===== src/rtl/vn3_pkg.sv =====
// shared constants and types for the 3d value noise block
`default_nettype none

package vn3_pkg;

  // fixed field widths
  localparam int unsigned COORD_W   = 32;
  localparam int unsigned HASH_W    = 32;
  localparam int unsigned NOISE_W   = 24;
  localparam int unsigned FRAC_BITS_DEF = 16;

  // lattice axis multipliers
  localparam logic [HASH_W-1:0] AXIS_K_X = 32'h27d4eb2d;
  localparam logic [HASH_W-1:0] AXIS_K_Y = 32'h165667b1;
  localparam logic [HASH_W-1:0] AXIS_K_Z = 32'h9e3779b9;

  // avalanche mixer constants
  localparam logic [HASH_W-1:0] MIX_C1 = 32'h7feb352d;
  localparam logic [HASH_W-1:0] MIX_C2 = 32'h846ca68b;
  localparam int unsigned MIX_SH1 = 16;
  localparam int unsigned MIX_SH2 = 15;
  localparam int unsigned MIX_SH3 = 16;

  // advance strobes for the two register stages of one hash round
  typedef struct packed {
    logic mul1_en;
    logic mul2_en;
  } vn3_stage_en_t;

endpackage

`default_nettype wire


===== src/rtl/vn3_hash_round.sv =====
// one avalanche hash round, two multiply stages, final xor-shift at the output
`default_nettype none

module vn3_hash_round import vn3_pkg::*; (
  input  wire logic                clk_i,
  input  wire vn3_stage_en_t       en_i,
  input  wire logic [HASH_W-1:0]   a_i,
  output logic      [HASH_W-1:0]   h_o
);

  logic [HASH_W-1:0] pre_a;
  logic [HASH_W-1:0] pre_b;
  logic [HASH_W-1:0] m1_q;
  logic [HASH_W-1:0] m2_q;

  // first xor-shift and multiply
  assign pre_a = a_i ^ (a_i >> MIX_SH1);

  always_ff @(posedge clk_i) begin
    if (en_i.mul1_en) begin
      m1_q <= pre_a * MIX_C1;
    end
  end

  // second xor-shift and multiply
  assign pre_b = m1_q ^ (m1_q >> MIX_SH2);

  always_ff @(posedge clk_i) begin
    if (en_i.mul2_en) begin
      m2_q <= pre_b * MIX_C2;
    end
  end

  // closing xor-shift
  assign h_o = m2_q ^ (m2_q >> MIX_SH3);

endmodule

`default_nettype wire


===== config.mk =====
export PLATFORM = sky130hd
export DESIGN_NAME = vn3_hash_round
export DESIGN_NICKNAME = d
export VERILOG_FILES = /design/src/rtl/vn3_pkg.sv /design/src/rtl/vn3_hash_round.sv
export SDC_FILE = /design/constraint.sdc
export NUM_CORES = 1
export LEC_CHECK = 0
export ABC_CLOCK_PERIOD_IN_PS = 10600
export BUFFER_PORTS_ARGS = -buffer_cell sky130_fd_sc_hd__buf_2
export CAP_MARGIN = 0
export CORE_ASPECT_RATIO = 2
export CORE_UTILIZATION = 48
export DETAILED_ROUTE_END_ITERATION = 8
export GPL_TIMING_DRIVEN = 0
export PLACE_DENSITY = 0.67
export SYNTH_ARGS = -nofsm -noshare
export SYNTH_HDL_FRONTEND = slang
export SYNTH_SLANG_ARGS = --single-unit

===== constraint.sdc =====
create_clock -name clk_i -period 10.6 [get_ports clk_i]
set_clock_uncertainty 0.15 [all_clocks]
set_input_delay 0 -clock clk_i [delete_from_list [all_inputs] [get_ports clk_i]]
set_output_delay 0 -clock clk_i [all_outputs]
set_load 0.02 [all_outputs]

==> impl_metrics.toml <==
[status]
status = "finished, final reports clean"

[setup_path]
r2r_slack_ns = 2.48
endpoint_kind = "register"
critPathRequiredTime_ns = 10.56
crit_fanout = 9
worstSetupPathType = "reg -> reg"
r2r_end = "m2_q[31]"
r2r_cells = 21
cp_data_arrival_time_ns = 8.09
reg2reg_from = "m1_q[17]"
critPathLaunchType = "register"

[clock_network]
insertion_delay_ns = 0.37
cts_buffers = 9
clkTransAtPathRegs_ns = 0.06
cts_tree = "done"
cts_buffer_depth = 2
clockRootBuffer = "clkbuf_16"
cts_sinks = 64
post_cts_resized = 0
htreeDepth = 3
cts_setup_buffers = 0
cts_hold_buf = 0

[worst_hold_path]
whs_path_depth = 3
hold_start = "a_i[0]"
hold_path.class = "in -> reg"
hold_end = "m1_q[0]"

[global_routing]
grt.total_usage = 0.278
grt_pass1_vias = 14901
grt_overflow = 0
grt_pass1_wl_um = 80500
antenna_found_initial = 0
grt_start_max_net_pins = 33

[synth]
synth_fp_nets = 2622
synth_edf_count = 64
ys.flop_type = "edfxtp_1"
syn_inst = 1872
synth_seq_area_share = 0.0993
yosys_warnings = 0
synth_top_cell_area_share = 0.358
synth_area_sq_um = 19400
synth_area_per_cell_sq_um = 10.3
yosys.area.top_type = "fa_1"
ys_async_sr_fraction = 0
yosysUniqueCellTypes = 54
ys_top_cells_by_area = "fa_1, ha_1, inv_1"
yosys_register_bits = 64

[die]
die_y_um = 286
die_width_um = 144
coreArea_sq_um = 39600
rows = 103
ios = 67
die_area_sq_um = 41200
start_util = 0.489

[routing]
via_count = 13023
first_pass_iters = 5
drt_first_iter_violations = 416
avgViaCountPerCell = 5.25
wirelength_um = 53800
wl_per_cell_um = 21.7
ant_nets = 0
drc = 0

[finish]
nNetsFinal = 2701
diodes = 0
fillers = 3616
drive_gt1_frac = 0.0665
seqCellArea_sq_um = 1920
multiInputGateArea_sq_um = 15200
areaGrowthSynthToFinish_pct = 6.91

[timing]
slew_violations = 0
worst_slew_pin_slew_ns = 1.33
hold_viol = 0
max_freq_mhz = 123
rsz0062_at_grt = "no"
fin_setup_tns_ns = 0
post-route-period-util = 0.766
maxSlewHeadroom = 0.112
setup_viol = 0
fin_crit_ns = 8.12

[placement]
io_buffers = 66
dp_hpwl_um = 48400
gp_congestion = 0.997

[job]
cap_violations = 0
## Yosys cell counts (4+ instances only)
| cell type | n |
|---|---|
| o21a_1 | 5 |
| and3_1 | 4 |
| o21ai_0 | 23 |
| fa_1 | 346 |
| a211oi_1 | 10 |
| o21bai_1 | 6 |
| nor2_1 | 50 |
| xor2_1 | 76 |
| inv_1 | 566 |
| a21oi_1 | 47 |
| buf_4 | 16 |
| nand2b_1 | 9 |
| edfxtp_1 | 64 |
| and2_1 | 9 |
| xnor2_1 | 135 |
| ha_1 | 369 |
| nand2_1 | 37 |
| a21o_1 | 24 |
| nor3_1 | 4 |
| nand3_1 | 16 |
| o21ai_1 | 4 |
## registers in the layout (all words and copies together) (netlist names)
| register | count |
|---|---|
| m1_q | 32 |
| m2_q | 32 |
## per-stage QoR
stage	utilization	setup slack (ns)	std cells	hold slack (ns)	area [sq um]
2_1_floorplan	-	3.75	1872	-0.0375	19400
6_report	0.523	2.48	2481	0.0701	20700
4_1_cts	0.523	2.27	2481	0.0593	20700
5_1_grt	0.523	2.30	2481	0.0688	20700
3_3_place_gp	0.514	2.20	2463	0.372	20300
3_5_place_dp	0.515	2.29	2465	0.375	20400
## cell usage in the layout, fill, tap and decap left out, drive strengths merged, types with 4 or more instances in the layout
cell type  Yosys  final
a211oi        13     13
a21o          24     24
a21oi         49     49
a31oi          4      4
and2           9      9
and3           4      4
buf           17     85
clkbuf         2     11
edfxtp        64     64
fa           346    346
ha           369    369
inv          567    568
nand2         37     37
nand2b         9      9
nand3         16     16
nor2          50     50
nor3           4      4
o211ai         5      5
o21a           5      5
o21ai         28     28
o21bai         7      7
xnor2        136    136
xor2          78     78
## worst max path at each step
stage	from	endpoint	slack (ns)	depth (start not counted)
2_1_floorplan	m1_q[23]	m2_q[30]	3.75	23
6_report	m1_q[17]	m2_q[31]	2.48	21
4_1_cts	m1_q[23]	m2_q[30]	2.27	23
3_5_place_dp	m1_q[23]	m2_q[30]	2.29	23
3_3_place_gp	a_i[16]	m1_q[31]	2.20	20
5_1_grt	m1_q[25]	m2_q[30]	2.30	22
## layer usage
| metal | routed length [um] | global-route usage | vias to the layer above |
|---|---|---|---|
| li1 | - | - | 5893 |
| met1 | 14700 | 0.211 | 6504 |
| met2 | 30100 | 0.538 | 385 |
| met3 | 1400 | 0.0291 | 241 |
| met4 | 7610 | 0.327 | 0 |
| met5 | 0 | 0 | - |
## worst max-delay path, stage by stage (launching register included)
cell      delay [ns]
edfxtp_1        0.74
xor2_1          1.02
ha_1            0.46
ha_1            0.20
inv_1           0.06
fa_1            0.51
fa_1            0.49
inv_1           0.04
ha_1            0.26
ha_1            0.30
fa_1            0.51
fa_1            0.47
ha_1            0.41
nand4_1         0.18
a21o_1          0.20
a31oi_1         0.36
o21ai_1         0.16
a31oi_1         0.52
o41a_1          0.30
a211oi_2        0.11
a21oi_1         0.29
xnor2_1         0.11
## area by class of cell
| cell class | instances | area share |
|---|---|---|
| repair buffers | 68 | 0.0174 |
| clock buffers | 9 | 0.0109 |
| clock inverters | 7 | 0.00345 |
| multi-input cells | 1222 | 0.734 |
| well taps | 525 | 0.0318 |
| inverters | 567 | 0.103 |
| flip-flops and latches | 64 | 0.0929 |
| plain buffers | 19 | 0.00641 |
## kinds of logic (layout without fill, tap and decap cells)
logic type / Yosys count / after routing / share of synthesized area
flops: 64 / 64 / 0.0993
xor+xnor: 214 / 214 / 0.0980
fa+ha+maj: 715 / 715 / 0.596
buf+inv: 586 / 670 / 0.117
simple gates: 140 / 140 / 0.0328
compound gates: 153 / 153 / 0.0566
Power is left out: the tool's default activity adds up to more than one toggle a clock period on the data nets, which glitch-free logic cannot reach.
